==> config.mk <==
export PLATFORM = sky130hd
export DESIGN_NAME = spcr_outbuf
export DESIGN_NICKNAME = d
export VERILOG_FILES = /design/src/spcr_pkg.sv /design/src/spcr_outbuf.sv
export SDC_FILE = /design/constraint.sdc
export NUM_CORES = 1
export LEC_CHECK = 0
export BUFFER_PORTS_ARGS = -buffer_cell sky130_fd_sc_hd__buf_2
export CORE_MARGIN = 5
export CORE_UTILIZATION = 56
export DETAILED_ROUTE_END_ITERATION = 10
export PLACE_DENSITY = 0.95
export SYNTH_ARGS = -nofsm -noshare
export SYNTH_HDL_FRONTEND = slang
export SYNTH_SLANG_ARGS = --single-unit
==> constraint.sdc <==
create_clock -name clk_i -period 7.9 [get_ports clk_i]
set_input_delay 1.58 -clock clk_i [delete_from_list [all_inputs] [get_ports clk_i]]
set_output_delay 1.58 -clock clk_i [all_outputs]
set_load 0.02 [all_outputs]
==> src/spcr_pkg.sv <==
// Shared types and constants for the shape pair collide/resolve core.
// No dependencies; imported by every module of the block.
package spcr_pkg;

  localparam int unsigned COORD_BITS_DEF = 32;

  typedef enum logic {
    KIND_CIRCLE = 1'b0,
    KIND_RECT   = 1'b1
  } shape_kind_e;

  typedef enum logic [1:0] {
    MOVED_NONE   = 2'd0,
    MOVED_FIRST  = 2'd1,
    MOVED_SECOND = 2'd2
  } moved_e;

  // Per-word control that travels beside the coordinates
  typedef struct packed {
    logic   hit;
    moved_e moved;
    logic   zero_dist;
    logic   push;    // circle pair push still to be added from the divider lanes
    logic   neg_x;   // sign of a_x - b_x
    logic   neg_y;   // sign of a_y - b_y
  } pair_flags_t;

endpackage

==> src/spcr_outbuf.sv <==
// Two-word output buffer that decouples the pipeline from the result consumer.
// Depends on spcr_pkg for COORD_BITS_DEF, used in the default data width.
module spcr_outbuf import spcr_pkg::*; #(
  parameter int unsigned DATA_W = 2 * COORD_BITS_DEF + 4
) (
  input  logic              clk_i,
  input  logic              rst_ni,
  input  logic              push_i,
  input  logic [DATA_W-1:0] data_i,
  output logic              full_o,
  output logic              valid_o,
  input  logic              ready_i,
  output logic [DATA_W-1:0] data_o
);

  logic [DATA_W-1:0] mem_q [2];
  logic              wr_ptr_q, rd_ptr_q;
  logic [1:0]        cnt_q, cnt_d;
  logic              pop;

  assign pop     = valid_o & ready_i;
  assign valid_o = (cnt_q != 2'd0);
  assign full_o  = (cnt_q == 2'd2);
  assign data_o  = mem_q[rd_ptr_q];

  // Track occupancy
  always_comb begin
    cnt_d = cnt_q;
    unique case ({push_i, pop})
      2'b10:   cnt_d = cnt_q + 2'd1;
      2'b01:   cnt_d = cnt_q - 2'd1;
      default: cnt_d = cnt_q;
    endcase
  end

  always_ff @(posedge clk_i or negedge rst_ni) begin
    if (!rst_ni) begin
      cnt_q    <= 2'd0;
      wr_ptr_q <= 1'b0;
      rd_ptr_q <= 1'b0;
    end else begin
      cnt_q <= cnt_d;
      if (push_i) begin
        wr_ptr_q <= ~wr_ptr_q;
      end
      if (pop) begin
        rd_ptr_q <= ~rd_ptr_q;
      end
    end
  end

  // Store the word
  always_ff @(posedge clk_i) begin
    if (push_i) begin
      mem_q[wr_ptr_q] <= data_i;
    end
  end

endmodule

Word level (Yosys, flattened, before mapping)
Memory sizes are Yosys's and may differ from the RTL's.
Cells that the tools add are included.
Word-level totals
  memory bits (writable): 136
  bits in registers: 4
  bits of input ports: 72
  memories: 1
  output and inout port bits: 70
Cells by class
  equality and inequality tests: 3
  multiplexer cells: 3
  bitwise gates (word level): 3
  reductions and logical operators: 2
  add/subtract/negate cells: 2
Memory list
  mem_q: depth 2, width 68, rd ports 1, clocked after Yosys merged registers in 0, write ports 1, RTL line spcr_outbuf.sv:16  | logic [DATA_W-1:0] mem_q [2];
Operator list (number)
  == test 2 bit, second input constant: 2
  one-hot mux 2 bit (2 select lines): 1
  nonzero test 2 bit: 2
  adder 2 x 1 -> 2 bit, second input constant: 1
  == test 2 x 1 -> 1 bit, second input constant: 1
  2-to-1 mux 1 bit: 2
  NOT 1 bit: 2
  subtractor 2 x 1 -> 2 bit, second input constant: 1
  bitwise AND 1 bit: 1

Depth between registers and ports, before layout
Gate-level depths: netlist of run 1.
  word-level depth: 4
  depth in mapped cells: 6
  mapped depth without buffers: 6

Least setup slack after synthesis of run 1
No wires, ideal clock.
  kind: input to register
  from: input port push_i
  to: memory mem_q[0][0] (netlist name) (enable)
  arrival: 4.490 ns
  stages on the path: 2
  path slack: 2.914 ns
  data required time: 7.404 ns
  path through: inv_1 -> nor2_1
Between the ends
  word-level cells in the longest chain between the ends: 2
Ends and longest elaborated chain
  start, declared: RTL line spcr_outbuf.sv:8  | input logic push_i,
  2-to-1 mux 1 bit: RTL line spcr_outbuf.sv:54  | if (push_i) begin
  2-to-1 mux 1 bit (implied by the code): RTL line spcr_outbuf.sv:55  | mem_q[wr_ptr_q] <= data_i;
  end, declared: RTL line spcr_outbuf.sv:16
No other way between the ends.

Worst setup path in the final report of run 1
  from: register rd_ptr_q
  to: output port data_o[13]
Between the ends
  word-level cells in the longest chain between the ends: 1
Ends and longest elaborated chain
  start, declared: RTL line spcr_outbuf.sv:17  | logic wr_ptr_q, rd_ptr_q;
  start signal, assigned: RTL line spcr_outbuf.sv:47  | rd_ptr_q <= ~rd_ptr_q;
  memory read (2 x 68 bit)
  end, declared: RTL line spcr_outbuf.sv:13  | output logic [DATA_W-1:0] data_o
No other way between the ends.

==> flow_metrics.env, run 1 <==
export IMPL_status="finished clean"
export IMPL_gp_congestion=0.692
export IMPL_antenna_found_initial=0
export IMPL_core_area_sq_mm=0.00911
export IMPL_cts_reportedPaths_clkPinSlew_ns=0.06
export IMPL_cap_viol_max_count=0
export IMPL_place_detailed_hpwl_mm=5.99
export IMPL_layout_nets=455
export IMPL_ys_ff_latch=140
export IMPL_crit_type="flip-flop to output pin"
export IMPL_viasPerCell=5.14
export IMPL_die_x_um=106
export IMPL_rsz0062_at_grt="no"
export IMPL_drive_above_1_share=0.622
export IMPL_cts_made_buffers=17
export IMPL_reg2reg_from="wr_ptr_q$_DFFE_PN0P_"
export IMPL_die_y_um=106
export IMPL_start_util=0.565
export IMPL_use_met1=0.204
export IMPL_track_usage=0.175
export IMPL_post_place_ws_ns=4.36
export IMPL_slew_headroom=0.322
export IMPL_reg2regPathDepth=2
export IMPL_num_fill_cells=574
export IMPL_grt_overflow_total=0
export IMPL_yosys_warnings=0
export IMPL_hold_violations=0
export IMPL_wl_per_cell_um=18.1
export IMPL_grt_busiest_layer="met2"
export IMPL_syn_instance_count=229
export IMPL_hp_start="cnt_q[1]$_DFFE_PN0P_"
export IMPL_finalSetupViolations=0
export IMPL_fin_ws_ns=4.13
export IMPL_avgSynthCellArea_sq_um=22.5
export IMPL_ios=142
export IMPL_num_vias=2598
export IMPL_grt_max_degree=70
export IMPL_grt_met3_usage=0.0576
export IMPL_first_iter_violations=116
export IMPL_reg2reg_to="mem_q[0][53]$_DFFE_PP_"
export IMPL_htreeDepth=4
export IMPL_global_route_usage_met2=0.298
export IMPL_root_buffer="clkbuf_8"
export IMPL_fin_setup_tns_ns=0
export IMPL_worstPathArrival_ns=2.19
export IMPL_hold_buffers=0
export IMPL_min_period_ns=3.77
export IMPL_peakVddDrop_mv=0.324
export IMPL_post_cts_buffers=0
export IMPL_cp_required_ns=6.32
export IMPL_p_leak_nw=2.52
export IMPL_slew_viol_final=0
export IMPL_syn_num_nets=302
export IMPL_clk_latency_ns=0.50
export IMPL_dieArea_sq_mm=0.0112
export IMPL_post_route_period_util=0.477
export IMPL_holdPathEnd="cnt_q[1]$_DFFE_PN0P_"
export IMPL_timing_fmax_ghz=0.265
export IMPL_synth_seq_area_share=0.813
export IMPL_drt_pass1_iterations=4
export IMPL_endpoint_kind="output pin"
export IMPL_r2r_slack_ns=5.74
export IMPL_cp_start_kind="flip-flop"
export IMPL_cp_max_fo=69
export IMPL_portBuffers=141
export IMPL_whs_ns=0.519
export IMPL_cellPowerDensity_mw_per_mm2=393
export IMPL_hold_class="flip-flop to flip-flop"
export IMPL_diodes=0
export IMPL_rows=35
export IMPL_tightest_slew_ns=1.01
export IMPL_clock_skew_ns=0.00783
export IMPL_drtAntennaViolNets=0
export IMPL_whs_path_depth=1
export IMPL_drc=0
export IMPL_syn_to_final_growth_pct=26.9
export IMPL_grt_pass1_wl_mm=14.9
export IMPL_post_cts_resized=0
export IMPL_grt_pass1_vias=2961
export IMPL_netlist_area_sq_mm=0.00515
export IMPL_tritoncts="done"
export IMPL_drt_wl_total_mm=9.14
export IMPL_cts_buffer_depth=2
export IMPL_clock_sinks=140
export IMPL_ys_types=16
## state kept, by name, summed over array words and instances (netlist names)
signal	cells
cnt_q	2
mem_q	136
rd_ptr_q	1
wr_ptr_q	1
## metal layers
layer / routed length (um) / share of wire
met1: 3600 / 0.39
met2: 4800 / 0.53
met3: 552 / 0.060
met4: 180 / 0.020
met5: 0 / 0
## per-stage QoR
stage	total power [mW]	cell area (sq um)	std cells	utilization
final	2.57	6530	505	0.717
after floorplan	1.61	5150	229	-
after global placement	1.80	5950	474	0.653
after detailed placement	1.82	5950	474	0.653
after global routing	2.69	6530	505	0.717
after CTS	2.59	6530	505	0.717
## logic make-up (layout without fill, tap and decap cells)
| kind of cell | after synthesis | after routing | share of synthesized area |
|---|---|---|---|
| xor gates and xnor gates | 5 | 5 | 0.00851 |
| adders and majority gates | 1 | 1 | 0.00243 |
| buffers and inverters | 9 | 174 | 0.0129 |
| DFF | 140 | 140 | 0.813 |
| muxes | 68 | 68 | 0.156 |
| and+or+nand+nor | 6 | 6 | 0.00705 |
## cell type report
| cell class | instances | area (sq um) | area share |
|---|---|---|---|
| multi-input cells | 80 | 906 | 0.139 |
| clock buffers | 17 | 414 | 0.0634 |
| inverters | 1 | 3.75 | 0.000575 |
| repair buffers | 142 | 713 | 0.109 |
| clock inverters | 14 | 169 | 0.0259 |
| well taps | 111 | 139 | 0.0213 |
| flip-flops and latches | 140 | 4190 | 0.641 |
## power breakdown
group | internal (mW) | leakage [nW] | switching [mW]
registers | 0.989 | 1.32 | 0.108
logic | 0.306 | 0.920 | 0.389
clock network | 0.480 | 0.276 | 0.294
total | 1.78 | 2.52 | 0.791
## worst max path at each step
stage               cells after the start                     end  slack (ns)                 start
CTS                                     2              data_o[13]        4.10  rd_ptr_q$_DFFE_PN0P_
detailed placement                      4  mem_q[0][56]$_DFFE_PP_        4.36                push_i
global placement                        4  mem_q[0][56]$_DFFE_PP_        4.43                push_i
global route                            2              data_o[13]        4.03  rd_ptr_q$_DFFE_PN0P_
floorplan                               2   mem_q[0][0]$_DFFE_PP_        2.91                push_i
finish                                  2              data_o[13]        4.13  rd_ptr_q$_DFFE_PN0P_
## synth_stat cells
library cell	count	area, sq um
dfrtp_1	4	100
inv_1	1	3.75
mux2_4	10	150
xnor2_1	2	17.5
xor2_1	3	26.3
buf_8	1	15.0
or2_2	1	6.26
ha_1	1	12.5
and2_1	1	6.26
and2b_2	1	8.76
and2_2	1	7.51
mux2_2	58	653
buf_2	5	25.0
nor2_1	2	7.51
edfxtp_1	136	4080
buf_6	2	22.5
## cells in the final DEF (no fill, tap or decap), types with 2 or more instances in the layout
master	netlist	final
edfxtp_1	136	136
buf_2	5	141
clkinv_1	0	2
bufinv_16	0	3
dfrtp_1	4	3
mux2_2	58	58
clkinvlp_4	0	3
xnor2_1	2	2
inv_6	0	3
mux2_4	10	10
clkinv_4	0	2
clkbuf_16	0	16
xor2_1	3	3
## worst max-delay path, cell delays in order, from the launching register on
cell	delay [ns]
dfrtp_4	1.05
mux2_2	0.44
buf_2	0.17
No activity file was read; power rests on OpenSTA's default activity.
==> inputs of run 2 (changes only) <==
- CORE_UTILIZATION: 56 -> 52
- PLACE_DENSITY: 0.95 -> 0.89
- clock period: 7.9 -> 3.9 ns (I/O delays scaled with it)
==> run 2 against run 1 <==
Against the previous run: sequential cell count did not move; final cell count grew 4.6%; via count is 0.38% higher; wire length up 0.32%; combinational power up 100%; utilization down 4.1 points; sequential share of layout area is 0.45 points lower; worst hold slack got worse by 0.44 ns; non-clock buffer count up 1; count of clock-buffer cells in the layout increased by 2; highest routed layer unchanged; largest power group unchanged.
==> flow_metrics.env, run 2 (synthesized netlist as in run 1, its figures left out) <==
export IMPL_post_place_ws_ns=1.43
export IMPL_p_leak_nw=2.52
export IMPL_rsz0062_at_grt="no"
export IMPL_drt_pass1_iterations=4
export IMPL_regMostFlops="mem_q"
export IMPL_slew_headroom=0.353
export IMPL_finalSetupViolations=0
export IMPL_post_cts_resized=0
export IMPL_grt_max_degree=70
export IMPL_path_cells="mux2_2 > buf_2"
export IMPL_multi_input_area_sq_um=906
export IMPL_root_buffer="clkbuf_8"
export IMPL_whs_ns=0.0749
export IMPL_rows=36
export IMPL_portBuffers=141
export IMPL_slew_viol_final=0
export IMPL_cts_buffer_depth=2
export IMPL_largest_reg_flops=136
export IMPL_crit_path_max_incr_delay_ns=1.05
export IMPL_reg_top3="mem_q x136, cnt_q x2"
export IMPL_post_route_period_util=0.766
export IMPL_timing_fmax_ghz=0.335
export IMPL_min_period_ns=2.99
export IMPL_cts_reportedPaths_clkPinSlew_ns=0.06
export IMPL_cp_slowest_cell="dfrtp_4"
export IMPL_grt_pass1_wl_mm=13.7
export IMPL_viasPerCell=4.94
export IMPL_gp_congestion=0.695
export IMPL_diodes=0
export IMPL_fin_setup_tns_ns=0
export IMPL_drc=0
export IMPL_hold_class="input port to asynchronous set/reset pin"
export IMPL_status="finished clean"
export IMPL_crit_type="flip-flop to output pin"
export IMPL_final_common_cell="buf_2"
export IMPL_use_met1=0.170
export IMPL_grt_overflow_total=0
export IMPL_cp_max_fo=69
export IMPL_worstPathArrival_ns=2.21
export IMPL_endpoint_kind="output pin"
export IMPL_cap_viol_max_count=0
export IMPL_core_area_sq_mm=0.00973
export IMPL_hold_violations=0
export IMPL_place_detailed_hpwl_mm=5.78
export IMPL_cp_start_kind="flip-flop"
export IMPL_post_cts_buffers=0
export IMPL_start_util=0.529
export IMPL_clock_skew_ns=0.0134
export IMPL_dpl_cell_area_sq_mm=0.00598
export IMPL_clock_sinks=140
export IMPL_htreeDepth=4
export IMPL_drtAntennaViolNets=0
export IMPL_track_usage=0.157
export IMPL_tritoncts="done"
export IMPL_die_x_um=109
export IMPL_drive_above_1_share=0.620
export IMPL_ios=142
export IMPL_finalInstanceArea_sq_mm=0.00658
export IMPL_fin_ws_ns=0.912
export IMPL_grt_busiest_layer="met2"
export IMPL_antenna_found_initial=0
export IMPL_clk_latency_ns=0.51
export IMPL_dieArea_sq_mm=0.0120
export IMPL_num_fill_cells=672
export IMPL_die_y_um=109
export IMPL_peakVddDrop_mv=0.495
export IMPL_grt_met3_usage=0.0681
export IMPL_cp_num_buf_inv=1
export IMPL_cts_made_buffers=17
export IMPL_syn_to_final_growth_pct=27.8
export IMPL_cp_required_ns=3.12
export IMPL_cellPowerDensity_mw_per_mm2=794
export IMPL_first_iter_violations=90
export IMPL_tightest_slew_ns=0.970
export IMPL_path_delay_family="flip-flops"
export IMPL_grt_pass1_vias=2790
export IMPL_drt_wl_total_mm=9.17
export IMPL_num_vias=2608
export IMPL_ff_latch_area_sq_mm=0.00419
export IMPL_layout_nets=456
export IMPL_final_cell_mix="buf_2, edfxtp_1, mux2_2, clkbuf_16, mux2_4"
export IMPL_wl_per_cell_um=17.4
export IMPL_hold_buffers=0
export IMPL_global_route_usage_met2=0.274
run 2: cell count changes in the layout (fill, tap and decap cells not counted), sizes merged:
cell / delta
buf: +1
clkinvlp: +1
clkinv: -1
inv: -3
clkbuf: +2
bufinv: +1
run 2: stage by stage:
step	power, mW	std cells	util
6_report	5.22	528	0.676
5_1_grt	5.47	528	0.676
4_1_cts	5.30	528	0.676
3_5_place_dp	3.68	497	0.615
3_3_place_gp	3.65	497	0.615
2_1_floorplan	3.25	229	-
run 2: final cells by class:
| cell class | count | area share |
|---|---|---|
| Clock buffer | 19 | 0.0641 |
| Clock inverter | 12 | 0.0262 |
| Inverter | 1 | 0.000571 |
| Multi-Input combinational cell | 80 | 0.138 |
| Sequential cell | 140 | 0.637 |
| Tap cell | 133 | 0.0253 |
| Timing Repair Buffer | 143 | 0.110 |
run 2: where the power goes:
part | leakage, nW | total [mW] | internal, mW | switching [mW]
registers | 1.32 | 2.22 | 2.00 | 0.221
logic | 0.925 | 1.41 | 0.623 | 0.786
clock network | 0.277 | 1.59 | 1.03 | 0.560
run 2: worst reg2reg max path, cell delays in order, from the launching register on:
cell and delay (ns):
dfrtp_1 0.42, or2_2 0.30, and2_2 0.22, ha_1 0.30, nor2_1 0.14, xor2_1 0.18
run 2: per-layer routing:
metal  vias to the layer above  part of all wire
met5                         -                 0
li1                       1217                 -
met2                        94              0.53
met1                      1291              0.39
met3                         6             0.070
met4                         0            0.0084
run 2: final timing paths:
| path | depth (start not counted) | start | slack (ns) | end |
|---|---|---|---|---|
| min | 1 | rst_ni | 0.07 | cnt_q[0]$_DFFE_PN0P_ |
| min reg2reg | 1 | cnt_q[1]$_DFFE_PN0P_ | 0.50 | cnt_q[1]$_DFFE_PN0P_ |
| max reg2reg | 5 | cnt_q[0]$_DFFE_PN0P_ | 2.26 | cnt_q[1]$_DFFE_PN0P_ |
| max | 2 | rd_ptr_q$_DFFE_PN0P_ | 0.91 | data_o[20] |
| max in group asynchronous | 1 | rst_ni | 3.69 | rd_ptr_q$_DFFE_PN0P_ |
| min in group clk_i | 1 | data_i[57] | 0.46 | mem_q[0][57]$_DFFE_PP_ |
==> inputs of run 3 (changes only) <==
- clock period: 3.9 -> 2.95 ns (I/O delays scaled with it)
==> run 3 against run 2 <==
Against the previous run: sequential power grew 27%; largest power group unchanged; clock power increased by 26%; critical path type unchanged; via count increased by 0.27%; total power rose by 31%; clock skew barely moved; sequential cell count did not move.
==> flow_metrics.env, run 3 (synthesized netlist as in run 1, its figures left out) <==
export IMPL_slew_headroom=0.381
export IMPL_die_y_um=109
export IMPL_cts_reportedPaths_clkPinSlew_ns=0.06
export IMPL_switching_share=0.302
export IMPL_drc=0
export IMPL_final_common_cell="buf_2"
export IMPL_viasPerCell=4.92
export IMPL_tightest_slew_ns=0.929
export IMPL_worstPathArrival_ns=2.08
export IMPL_min_period_ns=2.67
export IMPL_htreeDepth=4
export IMPL_slew_viol_final=0
export IMPL_reg2reg_from="wr_ptr_q$_DFFE_PN0P_"
export IMPL_tritoncts="done"
export IMPL_path_cells="buf_12 > mux2_2 > buf_2"
export IMPL_grt_overflow_total=0
export IMPL_grt_pass1_vias=2856
export IMPL_crit_type="flip-flop to output pin"
export IMPL_utilization=0.680
export IMPL_final_cell_mix="buf_2, edfxtp_1, mux2_2, clkbuf_16, mux2_4"
export IMPL_clock_sinks=140
export IMPL_ios=142
export IMPL_finalInstanceArea_sq_mm=0.00661
export IMPL_dpl_cell_area_sq_mm=0.00603
export IMPL_fin_setup_tns_ns=0
export IMPL_r2r_slack_ns=1.29
export IMPL_clock_skew_ns=0.0136
export IMPL_cp_required_ns=2.36
export IMPL_cp_start_kind="flip-flop"
export IMPL_num_fill_cells=676
export IMPL_hold_class="input port to flip-flop"
export IMPL_cts_buffer_depth=2
export IMPL_comb_power_share=0.293
export IMPL_track_usage=0.156
export IMPL_drt_wl_total_mm=8.94
export IMPL_cp_slowest_cell="dfrtp_4"
export IMPL_die_x_um=109
export IMPL_drt_pass1_iterations=4
export IMPL_antenna_found_initial=0
export IMPL_diodes=0
export IMPL_reg2reg_to="mem_q[1][35]$_DFFE_PP_"
export IMPL_start_util=0.529
export IMPL_reg2regPathDepth=1
export IMPL_dieArea_sq_mm=0.0120
export IMPL_reg_top3="mem_q x136, cnt_q x2"
export IMPL_clk_latency_ns=0.51
export IMPL_ff_latch_area_sq_mm=0.00419
export IMPL_drtAntennaViolNets=0
export IMPL_wl_per_cell_um=16.8
export IMPL_portBuffers=141
export IMPL_intPower_mw=4.78
export IMPL_grt_max_degree=69
export IMPL_status="finished clean"
export IMPL_core_area_sq_mm=0.00973
export IMPL_p_leak_nw=2.53
export IMPL_post_route_period_util=0.904
export IMPL_place_detailed_hpwl_mm=5.99
export IMPL_gp_congestion=0.707
export IMPL_hold_violations=0
export IMPL_p_seq_frac=0.414
export IMPL_cp_max_fo=37
export IMPL_syn_to_final_growth_pct=28.5
export IMPL_multi_input_area_sq_um=906
export IMPL_placed_cells=498
export IMPL_power_switching_mw=2.07
export IMPL_num_vias=2615
export IMPL_rsz0062_at_grt="no"
export IMPL_largest_reg_flops=136
export IMPL_rows=36
export IMPL_cap_viol_max_count=0
export IMPL_endpoint_kind="output pin"
export IMPL_regMostFlops="mem_q"
export IMPL_crit_path_max_incr_delay_ns=0.71
export IMPL_post_cts_resized=0
export IMPL_grt_pass1_wl_mm=13.6
export IMPL_finalSetupViolations=0
export IMPL_cts_made_buffers=17
export IMPL_cellPowerDensity_mw_per_mm2=1040
export IMPL_cp_startpoint="rd_ptr_q$_DFFE_PN0P_"
export IMPL_first_iter_violations=74
export IMPL_hp_start="data_i[41]"
export IMPL_root_buffer="clkbuf_8"
export IMPL_final_cells=531
export IMPL_drive_above_1_share=0.616
export IMPL_timing_fmax_ghz=0.375
export IMPL_layout_nets=458
export IMPL_peakVddDrop_mv=0.858
export IMPL_clkPwrFrac=0.293
export IMPL_whs_ns=0.267
export IMPL_crit_end="data_o[20]"
==> run 3: area by class of cell <==
type,instances,area share
flip-flops and latches,140,0.633
well taps,133,0.0252
clock buffers,19,0.0638
clock inverters,13,0.0227
multi-input cells,80,0.137
repair buffers,145,0.117
inverters,1,0.000568
==> run 3: worst max-delay path: cells and delay by family (launching register included) <==
| kind | cells | cell delay [ns] |
|---|---|---|
| buf+inv | 2 | 0.47 |
| mux | 1 | 0.38 |
| flops | 1 | 0.71 |
==> run 3: power groups by stage <==
stage | sequential, mW | combinational, mW | clock, mW
final | 2.83 | 2.01 | 2.01
after global routing | 2.87 | 2.15 | 2.15
after CTS | 2.84 | 2.05 | 2.05
after detailed placement | 2.88 | 2.04 | 0
after global placement | 2.85 | 2.00 | 0
after floorplan | 2.77 | 1.52 | 0
==> run 3: worst min-delay path by stage <==
stage,endpoint,slack [ns],cells after the start
floorplan,cnt_q[0]$_DFFE_PN0P_,0.29,0
global placement,cnt_q[1]$_DFFE_PN0P_,0.40,1
detailed placement,cnt_q[1]$_DFFE_PN0P_,0.40,1
CTS,mem_q[1][41]$_DFFE_PP_,0.25,1
global route,mem_q[0][40]$_DFFE_PP_,0.24,1
finish,mem_q[1][41]$_DFFE_PP_,0.27,1
==> run 3: routing by layer <==
metal  part of all wire  vias up  GRT usage
met1               0.37     1290      0.167
met2               0.54       95      0.279
met3              0.070       14     0.0540
met5                  0        -          0
li1                   -     1216          -
met4              0.014        0     0.0641
==> run 3: stage by stage <==
| step | total power, mW | setup WS [ns] |
|---|---|---|
| 2_1_floorplan | 4.29 | 0.133 |
| 3_3_place_gp | 4.86 | 0.801 |
| 3_5_place_dp | 4.92 | 0.800 |
| 4_1_cts | 6.95 | 0.246 |
| 5_1_grt | 7.18 | 0.180 |
| 6_report | 6.85 | 0.284 |
==> run 3: timing repair <==
item,CTS,global route
buffers inserted,0,0
hold buffers,1,0
hold endpoints to repair,4,0
